==> src/design/sws_pkg.sv <==
// sws_pkg: command and status codes and field widths for the stack with search.
// No dependencies.
`default_nettype none

package sws_pkg;

  localparam int CMD_W    = 2;
  localparam int VALUE_W  = 32;
  localparam int STATUS_W = 3;

  typedef logic [CMD_W-1:0]    cmd_t;
  typedef logic [STATUS_W-1:0] status_t;

  localparam cmd_t CMD_PUSH    = 2'd0;
  localparam cmd_t CMD_POP     = 2'd1;
  localparam cmd_t CMD_DISPLAY = 2'd2;
  localparam cmd_t CMD_SEARCH  = 2'd3;

  localparam status_t ST_OK        = 3'd0;
  localparam status_t ST_UNDERFLOW = 3'd1;
  localparam status_t ST_OVERFLOW  = 3'd2;
  localparam status_t ST_FOUND     = 3'd3;
  localparam status_t ST_NOT_FOUND = 3'd4;
  localparam status_t ST_EMPTY     = 3'd5;

endpackage

`default_nettype wire

==> src/design/sws_ram.sv <==
// sws_ram: generic single-write, single-read RAM with registered read data.
// No dependencies.
`default_nettype none

module sws_ram #(
  parameter int WIDTH = 32,
  parameter int DEPTH = 16,
  parameter int ADDR_W = (DEPTH > 1) ? $clog2(DEPTH) : 1
) (
  input  wire logic              clk,
  input  wire logic              we,
  input  wire logic [ADDR_W-1:0] waddr,
  input  wire logic [WIDTH-1:0]  wdata,
  input  wire logic              re,
  input  wire logic [ADDR_W-1:0] raddr,
  output logic      [WIDTH-1:0]  rdata
);

  logic [WIDTH-1:0] mem [DEPTH];

  always_ff @(posedge clk) begin
    if (we) begin
      mem[waddr] <= wdata;
    end
    if (re) begin
      rdata <= mem[raddr];
    end
  end

endmodule

`default_nettype wire

==> src/design/stack_with_search.sv <==
// stack_with_search: bounded LIFO of 32-bit signed words with pop, display and search.
// Depends on sws_pkg (codes, widths) and sws_ram (entry storage).
//
// One command word is taken at a time; in_stall is high while a command is being
// worked on. The stack lives in a single-port-read RAM with registered read, and one
// sequencer with a single 32-bit equality compare walks it from the top, one entry a
// cycle, a pop or display walk holding while the output register is full. A push or
// pop gives one word, a display one word per entry (the bottom entry marked last), a
// search one status word (it stops at the first hit from the top), and a display or
// search on an empty stack one status word. The next command is taken at the edge
// after the final word is loaded. The RAM read latency sets the first cycle of each
// walk. A result word waits in the output register, and the next command may be
// accepted while it waits. Entries need no clearing after reset: only entries below
// the fill count are ever read.
`default_nettype none

module stack_with_search #(
  parameter int DEPTH = 16
) (
  input  wire logic                              clk,
  input  wire logic                              rst,
  input  wire logic                              in_valid,
  output logic                                   in_stall,
  input  wire logic [sws_pkg::CMD_W-1:0]         command,
  input  wire logic signed [sws_pkg::VALUE_W-1:0] value,
  output logic                                   out_valid,
  input  wire logic                              out_stall,
  output logic [sws_pkg::STATUS_W-1:0]           status,
  output logic signed [sws_pkg::VALUE_W-1:0]     data_out,
  output logic                                   last
);

  localparam int AW = (DEPTH > 1) ? $clog2(DEPTH) : 1;
  localparam int CW = $clog2(DEPTH + 1);

  // sequencer states
  localparam logic [1:0] S_IDLE = 2'd0;  // waiting for a command word
  localparam logic [1:0] S_SCAN = 2'd1;  // walking entries from the top
  localparam logic [1:0] S_DONE = 2'd2;  // single status word waiting for output reg

  logic [1:0]                   state, state_next;
  logic [CW-1:0]                count, count_next;
  logic [AW-1:0]                ptr, ptr_next;
  sws_pkg::cmd_t                cmd, cmd_next;
  logic [sws_pkg::VALUE_W-1:0]  key, key_next;
  sws_pkg::status_t             res, res_next;

  logic                         ram_we;
  logic                         ram_re;
  logic [AW-1:0]                ram_raddr;
  logic [sws_pkg::VALUE_W-1:0]  ram_rdata;

  logic                         out_free;
  logic                         out_load;
  sws_pkg::status_t             out_status_d;
  logic [sws_pkg::VALUE_W-1:0]  out_data_d;
  logic                         out_last_d;

  logic [CW-1:0]                count_m1;
  logic                         hit;
  logic                         scan_last;

  assign in_stall  = (state != S_IDLE);
  assign out_free  = !out_valid || !out_stall;
  assign count_m1  = count - CW'(1);
  // the single compare unit: one stored entry against the key per cycle
  assign hit       = (ram_rdata == key);
  assign scan_last = (cmd == sws_pkg::CMD_POP) || (ptr == '0);

  sws_ram #(
    .WIDTH (sws_pkg::VALUE_W),
    .DEPTH (DEPTH),
    .ADDR_W(AW)
  ) u_ram (
    .clk  (clk),
    .we   (ram_we),
    .waddr(count[AW-1:0]),
    .wdata(value),
    .re   (ram_re),
    .raddr(ram_raddr),
    .rdata(ram_rdata)
  );

  always_comb begin
    state_next   = state;
    count_next   = count;
    ptr_next     = ptr;
    cmd_next     = cmd;
    key_next     = key;
    res_next     = res;
    ram_we       = 1'b0;
    ram_re       = 1'b0;
    ram_raddr    = count_m1[AW-1:0];
    out_load     = 1'b0;
    out_status_d = res;
    out_data_d   = '0;
    out_last_d   = 1'b1;

    unique case (state)
      S_IDLE: begin
        if (in_valid) begin
          cmd_next = command;
          key_next = value;
          unique case (command)
            sws_pkg::CMD_PUSH: begin
              state_next = S_DONE;
              if (count == CW'(DEPTH)) begin
                res_next = sws_pkg::ST_OVERFLOW;
              end else begin
                ram_we     = 1'b1;
                count_next = count + CW'(1);
                res_next   = sws_pkg::ST_OK;
              end
            end
            sws_pkg::CMD_POP: begin
              if (count == '0) begin
                res_next   = sws_pkg::ST_UNDERFLOW;
                state_next = S_DONE;
              end else begin
                count_next = count_m1;
                ram_re     = 1'b1;
                ptr_next   = count_m1[AW-1:0];
                state_next = S_SCAN;
              end
            end
            sws_pkg::CMD_DISPLAY, sws_pkg::CMD_SEARCH: begin
              if (count == '0) begin
                res_next   = sws_pkg::ST_EMPTY;
                state_next = S_DONE;
              end else begin
                ram_re     = 1'b1;
                ptr_next   = count_m1[AW-1:0];
                state_next = S_SCAN;
              end
            end
          endcase
        end
      end

      S_SCAN: begin
        // ram_rdata holds the entry at ptr
        if (cmd == sws_pkg::CMD_SEARCH) begin
          if (hit) begin
            res_next   = sws_pkg::ST_FOUND;
            state_next = S_DONE;
          end else if (ptr == '0) begin
            res_next   = sws_pkg::ST_NOT_FOUND;
            state_next = S_DONE;
          end else begin
            ptr_next  = ptr - AW'(1);
            ram_re    = 1'b1;
            ram_raddr = ptr - AW'(1);
          end
        end else if (out_free) begin
          // pop or display: hand the entry to the output register
          out_load     = 1'b1;
          out_status_d = sws_pkg::ST_OK;
          out_data_d   = ram_rdata;
          out_last_d   = scan_last;
          if (scan_last) begin
            state_next = S_IDLE;
          end else begin
            ptr_next  = ptr - AW'(1);
            ram_re    = 1'b1;
            ram_raddr = ptr - AW'(1);
          end
        end
      end

      S_DONE: begin
        if (out_free) begin
          out_load   = 1'b1;
          state_next = S_IDLE;
        end
      end

      default: begin
        state_next = S_IDLE;
      end
    endcase
  end

  always_ff @(posedge clk) begin
    if (rst) begin
      state     <= S_IDLE;
      count     <= '0;
      out_valid <= 1'b0;
    end else begin
      state <= state_next;
      count <= count_next;
      if (out_load) begin
        out_valid <= 1'b1;
      end else if (!out_stall) begin
        out_valid <= 1'b0;
      end
    end
  end

  always_ff @(posedge clk) begin
    ptr <= ptr_next;
    cmd <= cmd_next;
    key <= key_next;
    res <= res_next;
    if (out_load) begin
      status   <= out_status_d;
      data_out <= out_data_d;
      last     <= out_last_d;
    end
  end

`ifndef SYNTHESIS
  a_count_bound: assert property (@(posedge clk) disable iff (rst)
    count <= CW'(DEPTH))
    else $error("fill count beyond depth");

  a_push_grows: assert property (@(posedge clk) disable iff (rst)
    (in_valid && !in_stall && command == sws_pkg::CMD_PUSH && count != CW'(DEPTH))
    |=> count == $past(count) + CW'(1))
    else $error("push did not grow the stack");

  a_not_last_is_display: assert property (@(posedge clk) disable iff (rst)
    (out_valid && !last) |-> (state == S_SCAN && cmd == sws_pkg::CMD_DISPLAY))
    else $error("non-final word outside a display walk");

  a_scan_no_push: assert property (@(posedge clk) disable iff (rst)
    (state == S_SCAN) |-> (cmd != sws_pkg::CMD_PUSH))
    else $error("walk started by a push");
`endif

endmodule

`default_nettype wire

==> config.mk <==
export PLATFORM = sky130hd
export DESIGN_NAME = stack_with_search
export DESIGN_NICKNAME = d
export VERILOG_FILES = /design/src/design/sws_pkg.sv /design/src/design/sws_ram.sv /design/src/design/stack_with_search.sv
export SDC_FILE = /design/constraint.sdc
export NUM_CORES = 1
export LEC_CHECK = 0
export ABC_CLOCK_PERIOD_IN_PS = 4300
export BUFFER_PORTS_ARGS = -buffer_cell sky130_fd_sc_hd__buf_2
export CORE_MARGIN = 2
export CORE_UTILIZATION = 45
export CTS_CLUSTER_SIZE = 16
export DETAILED_ROUTE_END_ITERATION = 8
export GPL_TIMING_DRIVEN = 0
export PLACE_DENSITY = 0.64
export SYNTH_ARGS = -nofsm -noshare
export SYNTH_HDL_FRONTEND = slang
export SYNTH_SLANG_ARGS = --single-unit
==> constraint.sdc <==
create_clock -name clk -period 4.3 [get_ports clk]
set_input_delay 0.43 -clock clk [delete_from_list [all_inputs] [get_ports clk]]
set_output_delay 0.43 -clock clk [all_outputs]
set_load 0.1 [all_outputs]
==> flow_summary.yaml, run 1 <==
outcome:
  status: "finished, final reports clean"
synth:
  ys_seq_area_frac: 0.773
  synth_cell_types: 44
  synth.area.top_cells: "edfxtp_1, mux4_2, mux2i_1"
  synthAdderAreaFrac: 0.00463
  syn_nets: 1392
  synthSimpleGateAreaFrac: 0.0420
  synth_warnings: 0
  async_reset_ff_frac: 0
  synth_area_per_cell_um2: 18.1
  netlist_area_um2: 24300
  synthFlopType: "edfxtp_1"
  yosys-mux-area-fraction: 0.0915
  synthCells: 1345
  synth_top_area_cell: "edfxtp_1"
  synth_edf_count: 621
  synth_compound_area_frac: 0.0569
  yosysTopAreaCellShare: 0.766
  synth_top_family_by_area: "multiplexers"
  synth-seq-cells: 629
  synth_xor_area_frac: 0.0151
place:
  io_buffer_count: 74
  placed_area_um2: 26200
  gp_congestion: 0.809
  dpl.hpwl_um: 38300
  dp.cells: 2145
routing:
  remaining_drc_errors: 0
  first_pass_iters: 8
  vias: 13054
  antenna_left: 0
  drt-vias-per-instance: 5.76
  wl_per_cell_um: 26.1
  wl_um: 59200
  drtIter0Drc: 1510
final_layout:
  nNetsFinal: 1566
  final_area_um2: 28300
  drive_above_1_share: 0.198
  area_growth_pct: 16.3
  final_cells: 2266
clock_network:
  clkLatencyLatePin_ns: 0.59
  htreeDepth: 3
  cts_tree: "done"
  hold_buffers: 0
  cts_buffers: 67
  clkSinkCount: 629
  cts-root-buf: "clkbuf_16"
  clk_pin_slew_ns: 0.06
  clock_path_buffers: 3
grt:
  antenna_found_initial: 3
  grt_remaining_overflow: 0
  grt_pass1_wl_um: 86300
  grt_max_degree: 28
  track_usage: 0.213
  grt_pass1_vias: 12937
timing:
  rsz0062_at_grt: "no"
  fin_worst_skew_ns: 0.0269
  fmax_mhz: 245
  setup_viol: 0
  fin_crit_sh: 0.949
  hold_viol_final: 0
  drv_slew: 0
  tightest_slew_ns: 1.08
  slew_headroom: 0.277
  finalWorstPathRequiredPeriod_ns: 4.08
worst_setup_path:
  cpMaxStageDelayCell: "clkbuf_1"
  required_ns: 4.62
  cp.arrival_ns: 4.40
  cp_slowest_stage_delay_ns: 0.58
  path_cells: "xnor2_1, nand4_1, nor4_4, buf_4, and2_1, a311o_1, buf_2, buf_2, clkbuf_1, a22oi_1, o22ai_1, nor2_1"
  startpoint_type: "register"
  cp-end-kind: "register"
  critPathKind: "register to register"
  cp_max_fo: 10
  crit_top_cell: "buf_2"
power_and_ir_drop:
  cellPowerDensity_nw_per_um2: 576
  ir_drop_uv: 340
  p_leak_nw: 9.40
die:
  start_util: 0.454
  fp.dieH_um: 237
  ios: 76
  die_w_um: 237
  die-area_um2: 55900
  row_count: 85
  fp.coreArea_um2: 53600
hold_path:
  hp-class: "primary input to register"
flow_run:
  cap_violations: 0
[state kept, by name, indices dropped and copies added, names as in the netlist, 2 cells and up]
| signal | flops |
|---|---|
| ptr | 4 |
| state | 2 |
| status | 3 |
| key | 32 |
| cmd | 2 |
| count | 5 |
| u_ram.rdata | 32 |
| data_out | 32 |
| u_ram.mem | 512 |
| res | 3 |
[cells in the mapped netlist (6+ instances only)]
master      n
inv_1       9
a21oi_1    70
nand3_1     9
mux4_2     62
dfxtp_1     8
clkbuf_1   38
xnor2_1    37
buf_2      25
mux2i_1    83
o21ai_0     6
a22oi_1    62
and2_1     35
nand4_1     8
ha_1        9
nor2_1     55
edfxtp_1  621
nor3_1      7
nand2_1    89
o22ai_1    64
[worst max-delay path, delay by kind of cell (launching register included)]
kind,cells,cell delay (ns)
and+or+nand+nor,4,0.85
DFF,1,0.39
buffers and inverters,4,1.41
AOI/OAI and AO/OA,3,0.65
xor gates and xnor gates,1,0.52
[cell families (layout without fill, tap and decap cells)]
kind of cell,Yosys count,in the layout
xor gates and xnor gates,42,42
and+or+nand+nor,219,219
DFF,629,629
muxes,145,145
other,0,3
adders and majority gates,9,9
AOI/OAI and AO/OA,219,219
buffers and inverters,82,304
[where the power goes]
group,switching (mW),leakage (nW),internal [mW]
Combinational,2.44,2.73,1.19
Sequential,0.0934,5.67,7.08
Clock,2.28,1.01,3.21
[per-stage QoR]
step	setup slack, ns	setup TNS, ns	util	power, mW	hold WS (ns)
after global placement	-2.77	-745.67	0.477	10.8	0.512
after floorplan	0.260	0	-	9.74	0.487
after detailed placement	-0.319	-7.72	0.489	10.9	0.524
after CTS	0.0384	0	0.527	16.4	0.0980
final	0.221	0	0.528	16.3	0.129
after global routing	0.0749	0	0.528	16.8	0.120
[worst paths after layout]
kind	start	end	slack, ns	depth (start not counted)
max	u_ram.rdata[10]	u_ram.rdata[19]	0.22	12
min	command[0]	cmd[0]	0.13	1
max reg2reg	u_ram.rdata[10]	u_ram.rdata[19]	0.22	12
min reg2reg	state[1]	state[1]	0.54	2
[cells in the final DEF, fill, tap and decap left out, types with 56 or more instances in the layout]
master     Yosys  final
buf_2         25     99
a22oi_1       62     62
mux2i_1       83     82
clkbuf_1      38     56
mux4_2        62     62
clkbuf_16      0     71
nand2_1       89     89
o22ai_1       64     64
a21oi_1       70     69
edfxtp_1     621    621
[final cells by class]
type                       count  area, µm²
multi-input combinational    634       5270
clock inverter                25        195
sequential                   629      18800
tap                          696        871
timing repair buffer         105        866
antenna                        3       7.51
inverter                       9       33.8
buffer                        73        378
clock buffer                  92       1870
fill                        4264      25300
[layer usage]
layer | track usage | wire length [µm] | vias to the layer above
li1 | - | - | 5697
met1 | 0.299 | 24800 | 6740
met2 | 0.344 | 28600 | 530
met3 | 0.0380 | 4540 | 87
met4 | 0.0631 | 1300 | 0
met5 | 0 | 0 | -
[what timing repair did]
action,in CTS,in global routing
setup buffers,0,1
pin swaps,0,1
setup endpoints to repair,31,31
gates resized for setup,3,3
(Power assumes the default switching activity.)
==> run 2, diff against run 1 <==
Settings changed: ABC_AREA set to 1, CORE_UTILIZATION 45 to 50, PLACE_DENSITY 0.64 to 0.7.
==> flow_summary.yaml, run 2 <==
routing:
  drtIter0Drc: 2106
  vias: 18855
  antenna_left: 0
  first_pass_iters: 8
  wl_per_cell_um: 21.4
  wl_um: 72900
  remaining_drc_errors: 0
  drt-vias-per-instance: 5.53
place:
  io_buffer_count: 75
  dp.cells: 3295
  gp_congestion: 0.922
  placed_area_um2: 29100
  dpl.hpwl_um: 49200
timing:
  fmax_mhz: 272
  finalWorstPathRequiredPeriod_ns: 3.67
  hold_viol_final: 0
  fin_crit_sh: 0.854
  setup_viol: 0
  tightest_slew_ns: 1.24
  drv_slew: 0
  slew_headroom: 0.174
  rsz0062_at_grt: "no"
  fin_tns_setup_ns: 0
  fin_worst_skew_ns: 0.0270
clock_network:
  hold_buffers: 1
  cts_resized: 0
  htreeDepth: 2
  clkSinkCount: 629
  cts_tree: "done"
  clock_path_buffers: 3
  clkLatencyLatePin_ns: 0.64
  cts-root-buf: "clkbuf_16"
  clk_pin_slew_ns: 0.07
  postCtsSetupRepairBufs: 0
  cts_buffers: 60
worst_setup_path:
  cp_slowest_stage_delay_ns: 0.65
  startpoint_type: "register"
  cp-end-kind: "register"
  cp_max_fo: 10
  path_cells: "xnor2_1, nand2_1, nor2_1, nand2_1, nor2_2, nand2_2, nand2_1, nand2_1, nand2_1, nand3_1, inv_2, buf_1, nand3_1, nand3_1, nand2_1"
  cpMaxStageDelayCell: "buf_1"
  critPathKind: "register to register"
  critPathBufInv: 2
  cp.arrival_ns: 4.04
  required_ns: 4.67
  crit_top_cell: "nand2_1"
  crit_family: "simple AND/OR/NAND/NOR gates"
synth:
  synth_cell_types: 34
  netlist_area_um2: 27200
  yosysTopAreaCellShare: 0.685
  synth_area_per_cell_um2: 10.9
  synth.area.top_cells: "edfxtp_1, nand3_1, nand2_1"
  async_reset_ff_frac: 0
  syn_nets: 2538
  synth_top_area_cell: "edfxtp_1"
  yosysMostFrequentCell: "edfxtp_1"
  ys_seq_area_frac: 0.691
  synth_warnings: 0
  synth_edf_count: 621
  synthFlopType: "edfxtp_1"
  synth_common_cells: "edfxtp_1, nand3_1, nand2_1"
  synth-seq-cells: 629
  synthCells: 2491
final_layout:
  nNetsFinal: 2709
  final_cell_mix: "edfxtp_1, nand3_1, nand2_1"
  post-route-util: 0.576
  area_growth_pct: 14.0
  largest-register: "u_ram.mem"
  final_cells: 3409
  layout_commonest_cell: "edfxtp_1"
  drive_above_1_share: 0.125
  largest_reg_flops: 512
  n_antenna_cell: 0
  final_area_um2: 31000
flow_run:
  cap_violations: 0
power_and_ir_drop:
  p_total_mw: 20.1
  cellPowerDensity_nw_per_um2: 649
  p_leak_nw: 12.6
  ir_drop_uv: 368
die:
  die_w_um: 237
  start_util: 0.506
  fp.dieH_um: 237
  ios: 76
  row_count: 85
  die-area_um2: 56300
  fp.coreArea_um2: 53800
grt:
  grt_remaining_overflow: 0
  grt_max_degree: 29
  track_usage: 0.260
  grt_pass1_vias: 18253
  grt_pass1_wl_um: 109000
  antenna_found_initial: 0
hold_path:
  hp-class: "primary input to register"
outcome:
  status: "finished, final reports clean"
-- run 2: changes by cell type in the layout (fill, tap and decap cells not counted), moves of 32 or more --
cell      before  now
buf_2         99  149
mux4_2        62    0
o22ai_1       64    0
mux2i_1       82    0
a22oi_1       62    0
nand3b_1       0   32
nand3_1        9  585
a21oi_1       69    9
and2_1        35    0
inv_1          8  359
nand2_1       89  569
-- run 2: kinds of logic (layout without fill, tap and decap cells) --
group,Yosys count,after routing,synth area share
adder cells (fa/ha/maj),9,9,0.00414
AND/OR/NAND/NOR,1279,1279,0.210
AO/OA/AOI/OAI,35,35,0.00786
buffers and inverters,510,732,0.0772
flip-flops,629,629,0.691
XOR/XNOR,29,29,0.00934
-- run 2: report_power, final --
group	switching (mW)	total [mW]	internal, mW
Sequential	0.202	7.64	7.44
Clock	2.27	5.17	2.89
Combinational	5.37	7.31	1.95
Total	7.84	20.1	12.3
-- run 2: worst register-to-register path, stage by stage, from the launching register on --
cell,delay (ns)
edfxtp_1,0.46
xnor2_1,0.42
nand2_1,0.09
nor2_1,0.11
nand2_1,0.07
nor2_2,0.25
nand2_2,0.19
nand2_1,0.10
nand2_1,0.07
nand2_1,0.06
nand3_1,0.14
inv_2,0.25
buf_1,0.65
nand3_1,0.28
nand3_1,0.17
nand2_1,0.08
-- run 2: area by class of cell --
| cell class | instances | area [µm²] |
|---|---|---|
| Sequential cell | 629 | 18800 |
| Clock buffer | 73 | 1570 |
| Fill cell | 4323 | 22800 |
| Buffer | 136 | 697 |
| Multi-Input combinational cell | 1352 | 6420 |
| Tap cell | 696 | 871 |
| Inverter | 374 | 1400 |
| Timing Repair Buffer | 109 | 918 |
| Clock inverter | 40 | 328 |
-- run 2: worst paths after layout --
check / start / endpoint / cells after the start / slack (ns)
min reg2reg: res[1] / status[1] / 2 / 0.51
max: u_ram.rdata[7] / u_ram.rdata[30] / 15 / 0.63
max reg2reg: u_ram.rdata[7] / u_ram.rdata[30] / 15 / 0.63
min: command[1] / cmd[1] / 1 / 0.04
-- run 2: per-layer routing --
| metal | up-vias | GRT usage | part of all wire |
|---|---|---|---|
| met5 | - | 0 | 0 |
| met4 | 0 | 0.102 | 0.039 |
| met3 | 174 | 0.0455 | 0.094 |
| met2 | 947 | 0.420 | 0.47 |
| met1 | 9026 | 0.352 | 0.40 |
| li1 | 8708 | - | - |
-- run 2: stage by stage --
step	setup slack [ns]	hold slack, ns
detailed placement	0.731	0.490
global route	0.513	0.0270
finish	0.626	0.0448
global placement	-2.44	0.488
CTS	0.697	0.0203
floorplan	-0.0957	0.481
==> run 3, diff against run 2 <==
Settings changed: ABC_AREA 1 to unset, CORE_UTILIZATION 50 to 30, PLACE_DENSITY 0.7 to 0.47.
==> flow_summary.yaml, run 3 (same netlist as run 1, synthesis figures left out) <==
clock_network:
  htreeDepth: 3
  hold_buffers: 0
  clk_pin_slew_ns: 0.06
  clkSinkCount: 629
  cts_buffers: 70
  cts-root-buf: "clkbuf_16"
  clkLatencyLatePin_ns: 0.61
  cts_tree: "done"
  clock_path_buffers: 3
routing:
  first_pass_iters: 5
  remaining_drc_errors: 0
  drt-vias-per-instance: 4.87
  wl_per_cell_um: 24.8
  wl_um: 65300
  drtIter0Drc: 950
  antenna_left: 0
  vias: 12820
power_and_ir_drop:
  p_leak_nw: 9.49
  ir_drop_uv: 295
  cellPowerDensity_nw_per_um2: 571
  p_total_mw: 16.5
worst_setup_path:
  critPathBufInv: 4
  critPathKind: "register to register"
  cp_slowest_stage_delay_ns: 0.43
  r2r_slack_ns: 0.13
  crit_cells: 12
  cp-end-kind: "register"
  required_ns: 4.65
  r2r-end: "u_ram.rdata[21]"
  r2r-start: "u_ram.rdata[4]"
  startpoint_type: "register"
  crit_top_cell: "buf_2"
  rr_worst_depth: 12
  cp_max_fo: 10
  cpMaxStageDelayCell: "edfxtp_1"
  cp.arrival_ns: 4.52
  path_cells: "xnor2_1, nand4_1, nor4_4, buf_4, and2_1, a311o_1, buf_2, buf_2, buf_2, mux4_2, o22ai_1, nor2_1"
  crit_family: "buffers and inverters"
grt:
  grt_pass1_wl_um: 94000
  track_usage: 0.158
  grt_remaining_overflow: 0
  antenna_found_initial: 1
  grt_max_degree: 22
  grt_pass1_vias: 13200
final_layout:
  final_area_um2: 28900
  largest-register: "u_ram.mem"
  largest_reg_flops: 512
  n_antenna_cell: 0
  final_cell_mix: "edfxtp_1, buf_2, nand2_1"
  layout_commonest_cell: "edfxtp_1"
  drive_above_1_share: 0.211
  nNetsFinal: 1573
  area_growth_pct: 18.6
timing:
  fmax_mhz: 240
  fin_crit_sh: 0.969
  fin_worst_skew_ns: 0.0230
  drv_slew: 0
  rsz0062_at_grt: "no"
  slew_headroom: 0.302
  finalWorstPathRequiredPeriod_ns: 4.17
  fin_hold_ws_ns: 0.121
  setup_viol: 0
  hold_viol_final: 0
  tightest_slew_ns: 1.05
die:
  die_w_um: 289
  die-area_um2: 83400
  ios: 76
  fp.dieH_um: 289
  row_count: 104
  fp.coreArea_um2: 80400
  start_util: 0.303
place:
  io_buffer_count: 74
  placed_area_um2: 26700
  dpl.hpwl_um: 43600
  gp_congestion: 0.756
hold_path:
  holdPathEnd: "cmd[0]"
  holdPathStages: 1
  hp-class: "primary input to register"
  min_from: "command[0]"
outcome:
  status: "finished, final reports clean"
flow_run:
  cap_violations: 0
## run 3: cell count changes in the layout (fill, tap and decap cells not counted), moves of 14 or more
cell | before | now
a21oi_1 | 9 | 69
a22oi_1 | 0 | 62
and2_1 | 0 | 35
buf_1 | 22 | 2
buf_2 | 149 | 97
buf_4 | 19 | 5
inv_1 | 359 | 8
mux2i_1 | 0 | 82
mux4_2 | 0 | 62
nand2_1 | 569 | 89
nand3_1 | 585 | 9
nand3b_1 | 32 | 0
nor2_1 | 58 | 43
o22ai_1 | 0 | 64
## run 3: where the power goes
| group | leakage (nW) | internal [mW] | total, mW | switching [mW] |
|---|---|---|---|---|
| combinational | 2.78 | 1.21 | 3.73 | 2.51 |
| clock | 1.04 | 3.19 | 5.58 | 2.39 |
| sequential | 5.67 | 7.08 | 7.17 | 0.0960 |
## run 3: worst max-delay path by stage
stage | slack [ns] | end | start
6_report | 0.13 | u_ram.rdata[21] | u_ram.rdata[4]
5_1_grt | 0.01 | u_ram.rdata[9] | u_ram.rdata[4]
4_1_cts | 0.06 | u_ram.rdata[24] | u_ram.rdata[4]
3_5_place_dp | -0.71 | u_ram.rdata[23] | u_ram.rdata[10]
3_3_place_gp | -3.28 | u_ram.mem[2][8] | count[0]
2_1_floorplan | 0.26 | u_ram.mem[3][0] | count[0]
## run 3: worst reg2reg max path, cell delays in order (launching register included)
cell and delay, ns:
edfxtp_1 0.43, xnor2_1 0.41, nand4_1 0.35, nor4_4 0.34, buf_4 0.19, and2_1 0.24
a311o_1 0.20, buf_2 0.25, buf_2 0.32, buf_2 0.42, mux4_2 0.39, o22ai_1 0.25
nor2_1 0.11
## run 3: cell type report
class	instances	area, µm²
Timing Repair Buffer	109	923
Clock inverter	32	196
Multi-Input combinational cell	634	5270
Clock buffer	88	1900
Sequential cell	629	18800
Tap cell	1060	1330
Fill cell	7548	51600
Inverter	9	33.8
Buffer	73	392
## run 3: per-stage QoR
| stage | utilization | cells | setup slack [ns] | setup TNS (ns) |
|---|---|---|---|---|
| after floorplan | - | 1345 | 0.260 | 0 |
| after global placement | 0.324 | 2479 | -3.28 | -952.64 |
| after detailed placement | 0.332 | 2511 | -0.711 | -18.84 |
| after CTS | 0.358 | 2632 | 0.0576 | 0 |
| after global routing | 0.359 | 2634 | 0.0105 | 0 |
| final | 0.359 | 2634 | 0.133 | 0 |
## run 3: repair_timing
item | 4_1_cts | 5_1_grt
pin swaps | 1 | 1
endpoints found under the setup margin | 32 | 24
gates resized for setup | 9 | 8
setup buffers | 1 | 2
## run 3: layer usage
metal | part of all wire | wire [µm] | up-vias | global-route usage
li1 | - | - | 5706 | -
met1 | 0.45 | 29100 | 6684 | 0.217
met2 | 0.48 | 31200 | 335 | 0.255
met3 | 0.047 | 3080 | 95 | 0.0252
met4 | 0.030 | 1940 | 0 | 0.0577
met5 | 0 | 0 | - | 0
